`src/rtl/assert_macros.svh`:
```
// Assertion macros shared by the RTL.
// No dependencies.
`ifndef ASSERT_MACROS_SVH
`define ASSERT_MACROS_SVH
// implication checked on every clock unless in reset
`define ASSERT_IMPL(label, clk, rst_n, ante, cons) \
  label: assert property (@(posedge clk) disable iff (!rst_n) (ante) |-> (cons)) \
    else $error("assertion failed");
// next-cycle implication
`define ASSERT_NEXT(label, clk, rst_n, ante, cons) \
  label: assert property (@(posedge clk) disable iff (!rst_n) (ante) |=> (cons)) \
    else $error("assertion failed");
`endif

```
`src/rtl/mi4_ram.sv`:
```
// Generic single-port-write, registered-read RAM.
// No dependencies.
module mi4_ram #(
  parameter int WIDTH = 32,
  parameter int DEPTH = 16
) (
  input  logic                     clk,
  input  logic                     we,
  input  logic [$clog2(DEPTH)-1:0] waddr,
  input  logic [WIDTH-1:0]         wdata,
  input  logic [$clog2(DEPTH)-1:0] raddr,
  output logic [WIDTH-1:0]         rdata
);
  logic [WIDTH-1:0] mem [DEPTH];
  always_ff @(posedge clk) begin
    if (we) mem[waddr] <= wdata;
    rdata <= mem[raddr];
  end
endmodule

```
`config.mk`:
```
export PLATFORM = sky130hd
export DESIGN_NAME = mi4_ram
export DESIGN_NICKNAME = d
export VERILOG_FILES = /design/src/rtl/assert_macros.svh /design/src/rtl/mi4_ram.sv
export SDC_FILE = /design/constraint.sdc
export NUM_CORES = 1
export LEC_CHECK = 0
export BUFFER_PORTS_ARGS = -buffer_cell sky130_fd_sc_hd__buf_2
export CAP_MARGIN = 20
export CORE_MARGIN = 2
export CORE_UTILIZATION = 55
export CTS_BUF_LIST = sky130_fd_sc_hd__clkbuf_8
export CTS_CLUSTER_SIZE = 8
export DETAILED_ROUTE_END_ITERATION = 10
export PLACE_DENSITY = 0.7
export SYNTH_ARGS = -nofsm -noshare
export SYNTH_HDL_FRONTEND = slang
export SYNTH_SLANG_ARGS = --single-unit
export TNS_END_PERCENT = 5
```
`constraint.sdc`:
```
create_clock -name clk -period 6.7 [get_ports clk]
set_input_delay 0.335 -clock clk [delete_from_list [all_inputs] [get_ports clk]]
set_output_delay 0.335 -clock clk [all_outputs]
set_load 0.02 [all_outputs]
```
==> metrics.cfg, run 1 <==
[global_route]
grt_max_degree = 79
antenna_found_initial = 3
grt_pass1_wl_mm = 59.98
gr-usage-all-layers_pct = 21.86
grt_pass1_vias = 9554
overflow = 0

[place]
dpl.hpwl_mm = 19.53
io_buffers = 73
routabilityCongestion = 0.7371
place_ws_ns = 3.802
dpl_cell_area_sq_um = 20900

[min_path]
min_path_type = in -> reg
min_path_cells = 1

[critical_path]
critical_path_class = in -> reg
end_kind = flop
cp-start-kind = input pin
path_max_fanout = 78
critPathArrivalTime_ns = 2.69
worstRegToRegCells = 3
r2r_slack_ns = 5.38
worstPathRequired_ns = 7.18

[cts]
cts.sinks = 544
cts_buffer_depth = 3
cts_setup_buffers = 0
cts_resized = 0
cts_tree = built
ctsRootBufferMaster = clkbuf_8
cts_buffers = 85
clock_latency_ns = 0.61
htree_levels = 3
clk_pin_slew_ns = 0.06
postCtsHoldBufs = 0

[final_layout]
seq_area_sq_um = 16020
drive_above_1_share_pct = 33.24
fillers = 2422
multi_input_area_sq_um = 3750
syn_to_final_growth_pct = 12.98
nNetsFinal = 1021
final_area_sq_um = 22430

[synthesis]
synthAdderAreaFrac_pct = 0
yosys.area_share.simple_pct = 1.273
synth_xor_area_share_pct = 0
syn_area_sq_um = 19850
synth_top_family_by_area = multiplexers
synth_cell_types = 18
ys_ff_latch = 544
syn_avg_cell_area_sq_um = 23.69
synth.mux.area_fraction_pct = 14.52
synth-compound-area-share_pct = 2.420
synth_cells = 838
yosys_warnings = 0
synth.yosys.seq_area_share_pct = 80.67
synth_nets = 880

[drt]
drtAntennaViolNets = 0
vias = 9129
postRouteWirelength_mm = 40.00
drtPass1Iterations = 5
drc_errors = 0
via_per_inst = 6.054
wl_per_cell_um = 26.53
drt_iter0_drc = 851

[sta]
finClkSkew_ns = 0.03175
maxSlewHeadroom_pct = 23.87
drv_slew = 0
setup_violations = 0
timing.final.ws_setup_ns = 4.487
hold_viol_final = 0
rsz0062_at_grt = no
finalSetupTns_ns = 0
clock.fmax_mhz = 452.0
finalCritPeriodShare_pct = 33.02
whs_ns = 0.08805
min_period_ns = 2.213
tightest_slew_ns = 1.142

[floorplanning]
die_x_um = 194.0
rows = 69
start_util_pct = 55.82
io_pins = 74
dieHeight_um = 194.0
fp.dieArea_sq_um = 37630
core_sq_um = 35570

[outcome]
status = finished, final reports clean

[power_and_ir_drop]
ir_drop_uv = 243.8
powerDensity_nw_per_um2 = 295.9
cellLeakagePower_nw = 7.390
total_power_mw = 6.637

[run]
drv_cap = 0

stage by stage:
step | std cells | util, %
after floorplan | 838 | -
after CTS | 1505 | 63.04
final | 1508 | 63.06
after global routing | 1506 | 63.05
after global placement | 1353 | 58.76
after detailed placement | 1353 | 58.76
logic make-up (layout without fill, tap and decap cells):
family,count (synthesis),count (layout)
other,0,3
flip-flops,544,544
AO/OA/AOI/OAI,64,64
multiplexers,128,128
AND/OR/NAND/NOR,59,59
buffers and inverters,43,249
routing by layer:
metal  track usage [%]  routed length (um)
met1             30.76               16430
met5                 0                   7
met2             34.70               19830
met3             4.853                2903
met4             7.183                 830
worst max-delay path, cell delays in order:
cell	delay (ns)
clkbuf_8	0.74
buf_4	0.66
mux4_2	0.59
a22oi_1	0.22
nand2_1	0.08
layout make-up:
class | instances | share of cell area [%]
sequential | 544 | 71.40
multi-input combinational | 251 | 16.72
antenna | 3 | 0.03347
tap | 461 | 2.571
clock buffer | 93 | 5.706
timing repair buffer | 97 | 2.482
clock inverter | 59 | 1.093
placed cells by master, fill, tap and decap left out, types with 3 or more instances in the layout:
cell type | netlist | final
buf_2 | 4 | 71
nor3_2 | 0 | 4
a22oi_1 | 64 | 64
clkinvlp_4 | 0 | 4
dfxtp_1 | 32 | 32
nor2_4 | 0 | 13
nand2_1 | 33 | 33
clkbuf_8 | 0 | 94
buf_4 | 11 | 25
inv_1 | 0 | 46
clkinv_1 | 0 | 5
mux4_2 | 128 | 128
diode_2 | 0 | 3
clkinv_2 | 0 | 3
edfxtp_1 | 512 | 512
power breakdown:
group / internal (mW) / switching [mW]
Clock: 1.27 / 1.19
Sequential: 3.81 / 0.0244
Combinational: 0.133 / 0.209
synthesized netlist by cell type, drive strengths merged:
cell type,number,share of area (%)
a22oi,64,2.4
and2,1,0.032
buf,26,0.80
clkbuf,17,0.32
dfxtp,32,3.2
edfxtp,512,77
mux4,128,15
nand2,33,0.62
nand2b,2,0.063
nand3,1,0.025
nand3b,2,0.076
nor2,13,0.25
nor2b,2,0.063
nor3,4,0.10
or3b,1,0.044
worst paths after layout:
path                                  start           to
worst max-delay path               raddr[0]    rdata[22]
worst min-delay path              wdata[29]  mem[10][29]
worst max register to register   mem[3][11]    rdata[11]
worst min register to register  mem[14][13]    rdata[13]
sequential cells by signal (all words and copies together) (netlist names):
register,cells
mem,512
rdata,32
No activity file was read; power rests on OpenSTA's default activity.
==> inputs of run 2 (changes only) <==
--- a/config.mk
+++ b/config.mk
@@ -5,6 +5,7 @@
 export SDC_FILE = /design/constraint.sdc
 export NUM_CORES = 1
 export LEC_CHECK = 0
+export ABC_AREA = 1
 export BUFFER_PORTS_ARGS = -buffer_cell sky130_fd_sc_hd__buf_2
 export CAP_MARGIN = 20
 export CORE_MARGIN = 2
@@ -12,7 +13,7 @@
 export CTS_BUF_LIST = sky130_fd_sc_hd__clkbuf_8
 export CTS_CLUSTER_SIZE = 8
 export DETAILED_ROUTE_END_ITERATION = 10
-export PLACE_DENSITY = 0.7
+export PLACE_DENSITY = 0.73
 export SYNTH_ARGS = -nofsm -noshare
 export SYNTH_HDL_FRONTEND = slang
 export SYNTH_SLANG_ARGS = --single-unit
==> constraint.sdc (replaced) <==
create_clock -name clk -period 1.9 [get_ports clk]
set_input_delay 0.095 -clock clk [delete_from_list [all_inputs] [get_ports clk]]
set_output_delay 0.095 -clock clk [all_outputs]
set_load 0.02 [all_outputs]
==> run 2 against run 1 <==
Compared with the run above:
- die area rose by 14%
- sequential power rose to 3.5 times the previous value
- global-route usage rose by 3.0 points
- synthesized cell count rose to 2.5 times the previous value
- critical path depth fell by 4
==> metrics.cfg, run 2 <==
[drt]
drt_iter0_drc = 1518  ; +78%
drtAntennaViolNets = 0  ; unchanged
drc_errors = 0  ; unchanged
postRouteWirelength_mm = 53.21  ; +33%
vias = 15130  ; +66%
wl_per_cell_um = 18.61  ; -30%
via_per_inst = 5.291  ; -13%
drtPass1Iterations = 5  ; unchanged

[final_layout]
syn_to_final_growth_pct = 13.95
seq_area_sq_um = 16020  ; unchanged
final_common_cell = nand2_1
nNetsFinal = 2298  ; +130%
drive_above_1_share_pct = 10.66  ; -23 points
top_register = mem
largest_register_ffs = 512  ; unchanged
layout_common_cells = nand2_1 (677), edfxtp_1 (512), inv_1 (430), nand3_1 (385), clkbuf_8 (104)
final_cells = 2859  ; +90%
top_regs = mem: 512 flops, rdata: 32 flops
fillers = 3089  ; +28%
multi_input_area_sq_um = 4667  ; +24%

[synthesis]
syn_avg_cell_area_sq_um = 10.72  ; -55%
synth_cells = 2120  ; +150%
synth.most_common_cell = nand2_1
synth_cell_types = 15  ; -3
ys.flop_type = edfxtp_1
synth_top_area_cell = edfxtp_1
yosys-top-cells-area = edfxtp_1 (68%), nand2_1 (11%), nand3_1 (8.5%)
ys_ff_latch = 544  ; unchanged
synth.yosys.seq_area_share_pct = 70.46  ; -10 points
yosys_warnings = 0  ; unchanged
synth_nets = 2162  ; +150%
syn_area_sq_um = 22730  ; +14%
yosysTopAreaCellShare_pct = 67.64  ; -9.8 points
synthTopCellsByCount = nand2_1 (677), edfxtp_1 (512), inv_1 (388)
async_flop_share_pct = 0  ; unchanged
synth-edff-count = 512  ; unchanged

[place]
dpl.hpwl_mm = 28.31  ; +45%
placed_cells = 2667  ; +97%
place_ws_ns = 0.3195  ; -3.483 ns
io_buffers = 73  ; unchanged
routabilityCongestion = 0.8013  ; +8.7%

[sta]
tightest_slew_ns = 0.5850  ; -0.5570 ns
hold_viol_final = 0  ; unchanged
finalCritPeriodShare_pct = 70.51
drv_slew = 0  ; unchanged
rsz0062_at_grt = no
min_period_ns = 1.340
finClkSkew_ns = 0.01698  ; -0.01477 ns
timing.final.ws_setup_ns = 0.5603  ; -3.927 ns
clock.fmax_mhz = 746.4
maxSlewHeadroom_pct = 61.00  ; +37 points
setup_violations = 0  ; unchanged

[power_and_ir_drop]
ir_drop_uv = 540.7  ; +120%
powerDensity_nw_per_um2 = 956.2  ; +220%
cellLeakagePower_nw = 11.24  ; +52%
total_power_mw = 24.77  ; +270%

[floorplanning]
die_x_um = 207.3  ; +6.9%
core_sq_um = 40830  ; +15%
fp.dieArea_sq_um = 42970  ; +14%
dieHeight_um = 207.3  ; +6.9%
rows = 74  ; +7.2%
start_util_pct = 55.67  ; -0.15 points
io_pins = 74  ; unchanged

[critical_path]
end_kind = output port
slowest_stage = dfxtp_1
cp_top_family = flip-flops
crit_chain = buf_2
r2r_end = rdata[8]
r2r-start = mem[0][8]
r2r_slack_ns = 0.83  ; -4.55 ns
critPathArrivalTime_ns = 1.24  ; -1.45 ns
cp-start-kind = flop
critical_path_class = reg -> out
path_max_fanout = 1  ; -99%
worstRegToRegCells = 6  ; +3
slowest_delay_ns = 0.41  ; -0.33 ns
cp.buffers_inverters = 1  ; -1
worstPathRequired_ns = 1.80  ; -5.38 ns

[min_path]
min_path_cells = 5  ; +4
min_path_type = in -> reg
hold_path_end = rdata[23]
holdCritStartpoint = raddr[3]

[cts]
cts_resized = 0  ; unchanged
cts.sinks = 544  ; unchanged
cts_buffer_depth = 3  ; unchanged
cts_tree = built
cts_buffers = 87  ; +2.4%
ctsRootBufferMaster = clkbuf_8
htree_levels = 3  ; unchanged
clock_latency_ns = 0.64  ; +0.03 ns
clk_pin_slew_ns = 0.06  ; about the same

[run]
drv_cap = 0  ; unchanged

[global_route]
overflow = 0  ; unchanged
grt_pass1_vias = 15010  ; +57%
grt_pass1_wl_mm = 82.10  ; +37%
antenna_found_initial = 2  ; -1
grt_max_degree = 100  ; +27%
gr-usage-all-layers_pct = 24.85  ; +3.0 points

[outcome]
status = finished, final reports clean

[run 2: cells by family after synthesis]
kind of cell | after synthesis | synth area share (%)
buffers and inverters | 495 | 9.539
AND/OR/NAND/NOR | 1081 | 20.00
flip-flops | 544 | 70.46
[run 2: worst max path at each step]
stage               from    endpoint  slack [ns]  cells past startpoint
5_1_grt         rdata[2]    rdata[2]        0.55                      1
3_3_place_gp    raddr[0]   rdata[10]        0.35                      8
2_1_floorplan   waddr[2]  mem[10][0]       -0.19                      2
3_5_place_dp    waddr[3]  mem[6][10]        0.32                      4
6_report       rdata[27]   rdata[27]        0.56                      1
4_1_cts         rdata[2]    rdata[2]        0.52                      1
[run 2: final cells by class]
cell class	count	share of cell area, %
Clock inverter	56	1.063
Tap cell	532	2.570
Antenna cell	1	0.009661
Clock buffer	103	5.473
Sequential cell	544	61.83
Multi-Input combinational cell	1081	18.02
Timing Repair Buffer	152	5.357
Inverter	390	5.681
[run 2: through the flow]
| step | utilization, % | hold WS [ns] | setup TNS (ns) | area (sq um) |
|---|---|---|---|---|
| floorplan | - | 0.1939 | -84.64 | 22730 |
| global placement | 58.50 | 0.4773 | 0 | 23890 |
| detailed placement | 58.50 | 0.4842 | 0 | 23890 |
| CTS | 63.43 | 0.02889 | 0 | 25900 |
| global route | 63.44 | 0.07087 | 0 | 25900 |
| finish | 63.44 | 0.05577 | 0 | 25900 |
[run 2: power by group]
part           leakage (nW)  total, mW  internal [mW]  switching (mW)
sequential             4.90       13.5           13.4          0.0831
combinational          5.33       1.72          0.516            1.20
clock                  1.02       9.55           5.16            4.39
total                  11.2       24.8           19.1            5.67
[run 2: layer usage]
layer / GRT usage [%] / part of all wire, % / up-vias / wire length (um)
met1: 33.22 / 40 / 7155 / 21500
met4: 11.01 / 3.0 / 2 / 1582
li1: - / - / 7129 / -
met2: 39.95 / 47 / 723 / 25250
met3: 4.766 / 9.1 / 119 / 4859
met5: 0 / 0.021 / - / 11
[run 2: what timing repair did]
item / 4_1_cts / 5_1_grt
hold buffers: 32 / 0
endpoints found under the hold margin: 512 / 0
setup buffers: 0 / 0
