File: config.mk
export PLATFORM = sky130hd
export DESIGN_NAME = mi4_div
export DESIGN_NICKNAME = d
export VERILOG_FILES = /design/src/rtl/assert_macros.svh /design/src/rtl/mi4_div.sv
export SDC_FILE = /design/constraint.sdc
export NUM_CORES = 1
export LEC_CHECK = 0
export ABC_AREA = 1
export BUFFER_PORTS_ARGS = -buffer_cell sky130_fd_sc_hd__buf_4
export CORE_MARGIN = 2
export CORE_UTILIZATION = 41
export CTS_BUF_LIST = sky130_fd_sc_hd__clkbuf_8
export CTS_CLUSTER_SIZE = 14
export DETAILED_ROUTE_END_ITERATION = 8
export HOLD_SLACK_MARGIN = 0.1
export PLACE_DENSITY_LB_ADDON = 0.3
export SETUP_SLACK_MARGIN = 0.2
export SLEW_MARGIN = 20
export SYNTH_ARGS = -nofsm -noshare
export SYNTH_HDL_FRONTEND = slang
export SYNTH_SLANG_ARGS = --single-unit
File: constraint.sdc
create_clock -name clk -period 28.8 [get_ports clk]
set_input_delay 4.32 -clock clk [delete_from_list [all_inputs] [get_ports clk]]
set_output_delay 4.32 -clock clk [all_outputs]
set_load 0.01 [all_outputs]
File: src/rtl/assert_macros.svh
// Assertion macros shared by the RTL.
// No dependencies.
`ifndef ASSERT_MACROS_SVH
`define ASSERT_MACROS_SVH
// implication checked on every clock unless in reset
`define ASSERT_IMPL(label, clk, rst_n, ante, cons) \
  label: assert property (@(posedge clk) disable iff (!rst_n) (ante) |-> (cons)) \
    else $error("assertion failed");
// next-cycle implication
`define ASSERT_NEXT(label, clk, rst_n, ante, cons) \
  label: assert property (@(posedge clk) disable iff (!rst_n) (ante) |=> (cons)) \
    else $error("assertion failed");
`endif

File: src/rtl/mi4_div.sv
// Restoring divider, one quotient bit per cycle, unsigned magnitudes.
// No dependencies.
module mi4_div #(
  parameter int NW = 132,
  parameter int DWID = 134
) (
  input  logic            clk,
  input  logic            rst_n,
  input  logic            start,
  input  logic [NW-1:0]   num,
  input  logic [DWID-1:0] den,
  output logic            busy,
  output logic [NW-1:0]   quo
);
  logic [NW-1:0]   q_r;
  logic [DWID-1:0] rem_r;
  logic [DWID-1:0] d_r;
  logic [$clog2(NW+1)-1:0] cnt_r;
  logic [DWID:0]   sh;
  logic [DWID:0]   diff;
  always_comb begin
    sh = {rem_r, q_r[NW-1]};
    diff = sh - {1'b0, d_r};
  end
  always_ff @(posedge clk) begin
    if (!rst_n) begin
      cnt_r <= '0;
    end else if (start) begin
      q_r <= num;
      rem_r <= '0;
      d_r <= den;
      cnt_r <= ($clog2(NW+1))'(NW);
    end else if (cnt_r != '0) begin
      if (sh >= {1'b0, d_r}) begin
        rem_r <= diff[DWID-1:0];
        q_r <= {q_r[NW-2:0], 1'b1};
      end else begin
        rem_r <= sh[DWID-1:0];
        q_r <= {q_r[NW-2:0], 1'b0};
      end
      cnt_r <= cnt_r - 1'b1;
    end
  end
  assign busy = (cnt_r != '0);
  assign quo = q_r;
endmodule

==> results of run 1 <==
==> through the flow <==
stage / hold WS, ps / std cells / worst slack, ps / power, mW / cell area (sq um)
after floorplan: 469 / 4750 / 4650 / 2.15 / 31000
after global placement: 487 / 6059 / 21460 / 2.69 / 34900
after detailed placement: 502 / 6059 / 21470 / 2.70 / 34900
after CTS: 509 / 6189 / 21870 / 3.27 / 36400
after global routing: 529 / 6192 / 21760 / 3.53 / 36400
final: 501 / 6192 / 21910 / 3.27 / 36400
==> worst register-to-register path, cell delays in order, from the launching register on <==
cell,delay (ps)
edfxtp_1,520
ha_1,570
nand2_1,140
nor2_2,170
nand2_1,130
nor2_2,290
nand2_1,130
nor2_1,290
nand3_1,150
nand2_1,90
nor2_1,80
nand2_4,550
buf_4,750
buf_4,560
nand2_1,190
nand2_1,100
nor2_1,60
==> power by group <==
part,internal (mW),total [mW],leakage (nW),switching [mW]
clock network,0.280,0.553,0.792,0.273
registers,0.832,0.911,4.02,0.0787
logic,0.542,1.81,15.3,1.26
total,1.65,3.27,20.1,1.62
==> cells in the final DEF, fill, tap and decap left out, types with 8 or more instances in the layout <==
cell type,n
a21oi_1,123
buf_4,411
clkbuf_8,77
clkinv_1,17
dfxtp_1,8
edfxtp_1,400
ha_1,135
inv_1,1012
inv_2,9
nand2_1,2035
nand2_2,10
nand3_1,78
nand3b_1,29
nand4_1,11
nor2_1,549
nor2_2,25
nor3_1,31
nor4_1,13
o21ai_0,78
o21ai_1,44
xor2_1,73
==> cell type report <==
class | count | area (sq um) | area share [%]
Tap cell | 969 | 1210 | 3.33
Inverter | 1003 | 3770 | 10.4
Antenna cell | 3 | 7.51 | 0.0206
Clock buffer | 77 | 1060 | 2.91
Clock inverter | 53 | 370 | 1.02
Multi-Input combinational cell | 3267 | 14700 | 40.3
Timing Repair Buffer | 412 | 3100 | 8.52
Sequential cell | 408 | 12200 | 33.5
==> per-layer routing <==
metal  vias to the layer above  routed length [um]  share of wire, %  track usage [%]
li1                      15100                   -                 -                -
met2                      1053               51800                46             47.7
met3                       215                8190               7.2             6.02
met5                         -                  44             0.039                0
met1                     13400               48300                43             36.5
met4                         6                5000               4.4             12.4
==> logic make-up after synthesis <==
| group | after synthesis | share of synthesized area (%) |
|---|---|---|
| AOI/OAI and AO/OA | 259 | 4.28 |
| adders and majority gates | 136 | 5.51 |
| xor gates and xnor gates | 74 | 2.09 |
| DFF | 408 | 39.2 |
| buffers and inverters | 1075 | 13.5 |
| and+or+nand+nor | 2798 | 35.4 |
==> worst paths after layout <==
kind / depth (start not counted) / slack (ps) / endpoint
max: 7 / 21910 / busy
min: 2 / 500 / cnt_r[0]
max reg2reg: 16 / 23780 / rem_r[117]
min reg2reg: 2 / 500 / cnt_r[0]
==> flip-flops by register name (all words and copies together) (netlist names) <==
signal	count
cnt_r	8
d_r	134
quo	132
rem_r	134
==> flow_metrics.env, run 1 <==
export IMPL_synthCells=4750
export IMPL_min_period_over_period_pct=23.9
export IMPL_root_buffer="clkbuf_8"
export IMPL_drive_gt1_share_pct=10.8
export IMPL_max_freq_mhz=145
export IMPL_grt_ovfl_total=0
export IMPL_crit_path_end_kind="output port"
export IMPL_synth_avg_cell_area_sq_um=6.53
export IMPL_clock_latency_ps=720
export IMPL_critPathBufInv=3
export IMPL_peakVddDrop_uv=46.8
export IMPL_max_stage_delay_ps=410
export IMPL_syn_area_sq_mm=0.0310
export IMPL_drt_iter0_markers=2565
export IMPL_vias=29800
export IMPL_skew_ps=72.8
export IMPL_antenna_left=0
export IMPL_path_max_fanout=7
export IMPL_tightest_slew_ps=1070
export IMPL_start_kind="flip-flop"
export IMPL_cp_startpoint="cnt_r[0]"
export IMPL_async_flop_share_pct=0
export IMPL_fillCellCount=7858
export IMPL_htree_levels=3
export IMPL_cts_resized_gates=0
export IMPL_grt_pass1_wl_um=169000
export IMPL_crit_chain="inv_1 -> ha_1 -> nand3_1 -> or2_2 -> nor2_1 -> inv_1 -> buf_4"
export IMPL_die_area_sq_mm=0.0779
export IMPL_slew_headroom_pct=28.8
export IMPL_cts_buffers=76
export IMPL_drv_slew=0
export IMPL_die_h_um=279
export IMPL_rsz0062_at_grt="no"
export IMPL_nets=5573
export IMPL_critPathKind="flip-flop to output port"
export IMPL_synth_most_common_cell="nand2_1"
export IMPL_worstPathRequired_ps=24480
export IMPL_path_common_cell="inv_1"
export IMPL_first_pass_iters=5
export IMPL_rows=100
export IMPL_setup_viol=0
export IMPL_die_w_um=279
export IMPL_viasPerCell=4.81
export IMPL_wl_per_cell_um=18.3
export IMPL_antenna_found_initial=7
export IMPL_cts_sinks=408
export IMPL_synth_seq_area_share_pct=39.2
export IMPL_grt_start_max_net_pins=121
export IMPL_tns_ps=0
export IMPL_cp_data_arrival_time_ps=2570
export IMPL_portBuffers=401
export IMPL_run_status="finished, final reports clean"
export IMPL_synth_ff_type="edfxtp_1"
export IMPL_yosys_top_cells_area="edfxtp_1 39%, nand2_1 25%, inv_1 12%, nor2_1 6.6%, ha_1 5.4%"
export IMPL_final_core_util_pct=48.7
export IMPL_drc=0
export IMPL_syn2layout_area_growth_pct=17.2
export IMPL_synth_seq_cells=408
export IMPL_wl_um=113000
export IMPL_io_pin_count=402
export IMPL_synth_commonest_cells="2035 x nand2_1, 994 x inv_1, 549 x nor2_1"
export IMPL_crit_slowest_cell="nor2_1"
export IMPL_leakage_nw=20.1
export IMPL_floorplan_initialDensity_pct=41.5
export IMPL_place_gp_congestion=1.05
export IMPL_synth_area_leader_cell="edfxtp_1"
export IMPL_cts_max_path_buffers=3
export IMPL_r2r_start="rem_r[105]"
export IMPL_cts_clk_slew_worst_paths_ps=60
export IMPL_grt_usage_pct=28.8
export IMPL_max_cap_violations=0
export IMPL_yosys_warnings=0
export IMPL_cts_setup_buffers=0
export IMPL_cts_tree="yes"
export IMPL_synth_edf_count=400
export IMPL_min_period_ps=6890
export IMPL_cts_hold_buf=0
export IMPL_synth_top_cell_area_share_pct=38.7
export IMPL_synth_cell_types=38
export IMPL_hold_path_class="flip-flop to flip-flop"
export IMPL_hp_start="cnt_r[0]"
export IMPL_coreArea_sq_mm=0.0747
export IMPL_final_hold_viol_count=0
export IMPL_syn_nets=5155
export IMPL_first_global_vias=28800
export IMPL_power_density_mw_per_mm2=90.0
export IMPL_hpwl_um=92800
export IMPL_critical_path_top_delay_family="simple AND/OR/NAND/NOR gates"
Note: power is estimated with default switching activity, not from simulation.
==> run 2: changes to the inputs <==
--- a/config.mk
+++ b/config.mk
@@ -5,7 +5,7 @@
 export SDC_FILE = /design/constraint.sdc
 export NUM_CORES = 1
 export LEC_CHECK = 0
-export ABC_AREA = 1
+export ABC_AREA = 0
 export BUFFER_PORTS_ARGS = -buffer_cell sky130_fd_sc_hd__buf_4
 export CORE_MARGIN = 2
 export CORE_UTILIZATION = 41
==> constraint.sdc (replaced) <==
create_clock -name clk -period 5.99 [get_ports clk]
set_input_delay 0.8985 -clock clk [delete_from_list [all_inputs] [get_ports clk]]
set_output_delay 0.8985 -clock clk [all_outputs]
set_load 0.01 [all_outputs]
==> run 2 against run 1 <==
Compared with the run above:
- critical path depth is 5 higher
- wire length is 25% lower
- worst setup slack worse by 21000 ps
- critical endpoint is now rem_r[130]
- clock power grew to 5.2 times the previous value
- highest routed layer unchanged
- first-iteration DRC count is 31% lower
- total power grew to 3.5 times the previous value
==> flow_metrics.env, run 2 <==
export IMPL_cts_setup_buffers=0
export IMPL_leakage_nw=12.7
export IMPL_setup_viol=0
export IMPL_htree_levels=3
export IMPL_worstPathRequired_ps=6510
export IMPL_run_status="finished, final reports clean"
export IMPL_floorplan_initialDensity_pct=41.3
export IMPL_synth_top_cell_area_share_pct=46.3
export IMPL_critPathKind="flip-flop to flip-flop"
export IMPL_cts_max_path_buffers=3
export IMPL_synth_cell_types=86
export IMPL_viasPerCell=5.72
export IMPL_max_cap_violations=0
export IMPL_grt_pass1_wl_um=129000
export IMPL_synth_area_leader_cell="edfxtp_1"
export IMPL_min_period_over_period_pct=77.0
export IMPL_die_w_um=256
export IMPL_synth_xor_area_share_pct=3.78
export IMPL_root_buffer="clkbuf_8"
export IMPL_final_common_cell="buf_4"
export IMPL_yosys_warnings=0
export IMPL_synth_compound_area_share_pct=17.5
export IMPL_grt_start_max_net_pins=139
export IMPL_crit_path_end_kind="flip-flop"
export IMPL_grt_ovfl_total=0
export IMPL_tightest_slew_ps=1050
export IMPL_synth_seq_cells=408
export IMPL_cts_tree="yes"
export IMPL_portBuffers=401
export IMPL_first_pass_iters=7
export IMPL_antenna_found_initial=6
export IMPL_total_power_mw=11.4
export IMPL_hpwl_um=63700
export IMPL_syn_nets=3017
export IMPL_clock_latency_ps=730
export IMPL_synth_commonest_cells="400 x edfxtp_1, 306 x nand2_1, 296 x a21oi_1"
export IMPL_synth_edf_count=400
export IMPL_start_kind="flip-flop"
export IMPL_antenna_left=0
export IMPL_tns_ps=0
export IMPL_synth_seq_area_share_pct=46.9
export IMPL_async_flop_share_pct=0
export IMPL_die_h_um=256
export IMPL_crit_slowest_cell="nor4_1"
export IMPL_cts_clk_slew_worst_paths_ps=60
export IMPL_drt_iter0_markers=1760
export IMPL_vias=22200
export IMPL_cts_sinks=408
export IMPL_die_area_sq_mm=0.0653
export IMPL_rows=92
export IMPL_cts_hold_buf=0
export IMPL_synth_ff_type="edfxtp_1"
export IMPL_syn2layout_area_growth_pct=19.8
export IMPL_rsz0062_at_grt="no"
export IMPL_drive_gt1_share_pct=22.8
export IMPL_synth_fa_ha_area_share_pct=6.59
export IMPL_synth_simple_area_share_pct=13.9
export IMPL_skew_ps=40.9
export IMPL_synth_top_family_by_area="compound AO/OA/AOI/OAI gates"
export IMPL_yosys_top_cells_area="edfxtp_1 46%, ha_1 6.5%, mux2_2 5.7%, a21oi_1 5.7%, nand2_1 4.4%"
export IMPL_hold_path_class="input port to flip-flop"
export IMPL_syn_area_sq_mm=0.0259
export IMPL_path_common_cell="nand3_1"
export IMPL_grt_usage_pct=25.2
export IMPL_place_gp_congestion=0.962
export IMPL_slew_headroom_pct=28.6
export IMPL_drc=0
export IMPL_path_max_fanout=49
export IMPL_synth_most_common_cell="edfxtp_1"
export IMPL_first_global_vias=22000
export IMPL_synth_avg_cell_area_sq_um=9.93
export IMPL_nets=3378
export IMPL_cts_buffers=78
export IMPL_io_pin_count=402
export IMPL_cts_resized_gates=0
export IMPL_synthCells=2612
export IMPL_crit_chain="ha_1 -> and2_1 -> nand3_1 -> or2_1 -> nor4_1 -> nand3_1 -> nor3_1 -> or4_1 -> a21oi_1 -> nand2_4 -> nand2_1 -> o31ai_1"
export IMPL_max_freq_mhz=217
export IMPL_max_stage_delay_ps=630
export IMPL_fillCellCount=5900
export IMPL_min_period_ps=4610
export IMPL_coreArea_sq_mm=0.0629
export IMPL_wl_um=84400
export IMPL_peakVddDrop_uv=206
export IMPL_drv_slew=0
export IMPL_final_cell_mix="412 x buf_4, 400 x edfxtp_1, 305 x nand2_1"
export IMPL_power_density_mw_per_mm2=367
export IMPL_synthMuxAreaShare_pct=5.96
export IMPL_cp_data_arrival_time_ps=5140
export IMPL_final_hold_viol_count=0
export IMPL_wl_per_cell_um=21.8
[run 2: cell types whose count changed in the layout (fill, tap and decap cells not counted), sizes merged, moves of 30 or more]
cell and delta:
nand3 -30, o21bai +39, inv -817, a211oi +50, xnor2 +67, a21oi +174
mux2 +132, nand4 +63, a21o +63, nor2 -422, nand2 -1741
[run 2: worst paths after layout]
path,depth (start not counted),end,startpoint,slack (ps)
setup / recovery,12,rem_r[130],rem_r[73],1380
hold / removal,1,d_r[130],den[130],350
setup reg to reg,12,rem_r[130],rem_r[73],1380
hold reg to reg,2,cnt_r[5],cnt_r[5],510
[run 2: critical path, delay by kind of cell, from the launching register on]
kind | cells | cell delay [ps]
compound gates | 2 | 450
fa+ha+maj | 1 | 430
flops | 1 | 400
simple gates | 9 | 3150
[run 2: kinds of logic after synthesis]
| logic type | after synthesis |
|---|---|
| xor gates and xnor gates | 112 |
| buffers and inverters | 320 |
| DFF | 408 |
| muxes | 138 |
| and+or+nand+nor | 762 |
| AOI/OAI and AO/OA | 736 |
| adders and majority gates | 136 |
[run 2: stage by stage]
step / instance area (sq um) / setup slack (ps) / util (%) / std cells / hold slack (ps)
floorplan: 25900 / 546 / - / 2612 / 471
global placement: 29500 / 1480 / 47.0 / 3739 / 494
detailed placement: 29500 / 1420 / 47.0 / 3739 / 497
CTS: 31100 / 1440 / 49.4 / 3871 / 301
global route: 31100 / 1090 / 49.4 / 3872 / 309
finish: 31100 / 1380 / 49.4 / 3874 / 345
[run 2: power by group]
part	internal, mW	switching (mW)	total (mW)
Clock	1.53	1.35	2.88
Sequential	3.72	0.242	3.96
Combinational	1.73	2.84	4.57
[run 2: final cells by class]
class                   count  area (sq um)  area share (%)
multi-input cells        1884         12400            39.9
clock inverters            52           454            1.46
flip-flops and latches    408         12200            39.2
diodes                      3          7.51          0.0242
repair buffers            417          3190            10.3
inverters                 184           691            2.22
well taps                 846          1060            3.41
clock buffers              80          1100            3.54
[run 2: routing by layer]
| metal | share of wire (%) | up-vias | GRT usage [%] |
|---|---|---|---|
| met1 | 41 | 10700 | 31.6 |
| li1 | - | 10400 | - |
| met2 | 47 | 932 | 42.0 |
| met3 | 7.8 | 182 | 6.21 |
| met5 | 0.077 | - | 0 |
| met4 | 3.9 | 10 | 9.67 |
==> run 3: changes to the inputs <==
==> constraint.sdc (replaced) <==
create_clock -name clk -period 4.1 [get_ports clk]
set_input_delay 0.615 -clock clk [delete_from_list [all_inputs] [get_ports clk]]
set_output_delay 0.615 -clock clk [all_outputs]
set_load 0.01 [all_outputs]
==> run 3 against run 2 <==
Compared with the run above:
- total power up 52%
- highest routed layer unchanged
- clock power grew 43%
- cell count increased by 6.3%
==> flow_metrics.env, run 3 (synthesis results as in run 2) <==
export IMPL_vias=23000
export IMPL_critical_path_top_delay_family="compound AO/OA/AOI/OAI gates"
export IMPL_grt_usage_pct=25.8
export IMPL_hold_path_class="input port to flip-flop"
export IMPL_final_cell_mix="511 x buf_4, 400 x edfxtp_1, 304 x nand2_1"
export IMPL_die_area_sq_mm=0.0653
export IMPL_final_common_cell="buf_4"
export IMPL_first_pass_iters=6
export IMPL_timing_hold_ws_ps=143
export IMPL_cts_buffers=77
export IMPL_portBuffers=401
export IMPL_grt_ovfl_total=0
export IMPL_worstPathRequired_ps=4540
export IMPL_cp_data_arrival_time_ps=4220
export IMPL_min_period_ps=3780
export IMPL_run_status="finished, final reports clean"
export IMPL_clock_latency_ps=700
export IMPL_max_cap_violations=0
export IMPL_cts_tree="yes"
export IMPL_hpwl_um=65100
export IMPL_slew_headroom_pct=40.6
export IMPL_wl_per_cell_um=21.1
export IMPL_syn2layout_area_growth_pct=29.5
export IMPL_max_stage_delay_ps=500
export IMPL_tightest_slew_ps=882
export IMPL_drv_slew=0
export IMPL_antenna_left=0
export IMPL_rows=92
export IMPL_final_cells=4119
export IMPL_cts_clk_slew_worst_paths_ps=60
export IMPL_first_global_vias=23200
export IMPL_crit_path_end_kind="flip-flop"
export IMPL_place_gp_congestion=0.967
export IMPL_io_pin_count=402
export IMPL_start_kind="flip-flop"
export IMPL_fillCellCount=5746
export IMPL_cts_max_path_buffers=3
export IMPL_leakage_nw=13.8
export IMPL_crit_chain="ha_1 -> nand3_1 -> a21oi_2 -> o31ai_2 -> o211ai_1 -> a21oi_1 -> buf_4 -> a211o_1 -> a21oi_4 -> o21ai_4 -> and2_4 -> and3_1 -> or4_1"
export IMPL_nets=3615
export IMPL_max_freq_mhz=265
export IMPL_htree_levels=3
export IMPL_cts_sinks=408
export IMPL_drive_gt1_share_pct=26.2
export IMPL_rsz0062_at_grt="yes"
export IMPL_crit_slowest_cell="or4_1"
export IMPL_grt_pass1_wl_um=133000
export IMPL_die_w_um=256
export IMPL_final_hold_viol_count=0
export IMPL_total_power_mw=17.3
export IMPL_die_h_um=256
export IMPL_peakVddDrop_uv=298
export IMPL_coreArea_sq_mm=0.0629
export IMPL_power_density_mw_per_mm2=515
export IMPL_skew_ps=45.8
export IMPL_setup_viol=0
export IMPL_floorplan_initialDensity_pct=41.3
export IMPL_critPathBufInv=1
export IMPL_critPathKind="flip-flop to flip-flop"
export IMPL_path_max_fanout=8
export IMPL_antenna_found_initial=5
export IMPL_viasPerCell=5.59
export IMPL_dp_cells=3831
export IMPL_root_buffer="clkbuf_8"
export IMPL_drc=0
export IMPL_drt_iter0_markers=1985
export IMPL_wl_um=86900
export IMPL_min_period_over_period_pct=92.2
export IMPL_grt_start_max_net_pins=155
run 3: cell count changes in the layout (fill, tap and decap cells not counted), sizes merged:
cell / before / now
bufinv: 6 / 5
dlygate4sd3: 0 / 131
and2: 15 / 16
diode: 3 / 4
buf: 417 / 523
inv: 210 / 218
clkinv: 20 / 19
run 3: area by class of cell:
type	count	area (sq um)	area share, %
Clock inverter	58	434	1.29
Antenna cell	4	10.0	0.0298
Inverter	184	691	2.05
Tap cell	846	1060	3.15
Sequential cell	408	12200	36.2
Multi-Input combinational cell	1885	12800	38.0
Timing Repair Buffer	654	5370	16.0
Clock buffer	80	1100	3.28
run 3: metal layers:
| layer | global-route usage (%) | part of all wire (%) |
|---|---|---|
| met5 | 0 | 0.015 |
| met4 | 8.64 | 2.9 |
| met3 | 5.08 | 6.6 |
| met2 | 44.0 | 49 |
| met1 | 32.8 | 42 |
run 3: timing repair:
action                                  4_1_cts  5_1_grt
buffers inserted                              1       13
hold buffers                                131        0
gates resized for setup                       7       75
hold endpoints to repair                    131        0
cloned                                        0        1
pin swaps                                     2       20
endpoints found under the setup margin       23      130
run 3: final timing paths:
| check | start | depth (start not counted) | slack, ps | to |
|---|---|---|---|---|
| max | rem_r[2] | 13 | 320 | rem_r[125] |
| min | den[58] | 1 | 140 | d_r[58] |
| min reg2reg | cnt_r[5] | 2 | 510 | cnt_r[5] |
| max reg2reg | rem_r[2] | 13 | 320 | rem_r[125] |
run 3: power breakdown:
group | internal (mW) | total [mW] | switching, mW | leakage, nW
clock | 2.17 | 4.11 | 1.94 | 0.889
sequential | 5.43 | 5.79 | 0.360 | 3.95
combinational | 3.03 | 7.41 | 4.38 | 8.99
run 3: metrics by stage:
step / utilization, % / setup TNS, ps / setup WS, ps / cell area, sq um
finish: 53.5 / 0 / 321 / 33600
global route: 53.5 / 0 / 137 / 33600
CTS: 52.8 / 0 / 190 / 33200
detailed placement: 48.2 / -234 / -150 / 30300
global placement: 48.2 / -14.3 / -14.3 / 30300
floorplan: - / 0 / 359 / 26000
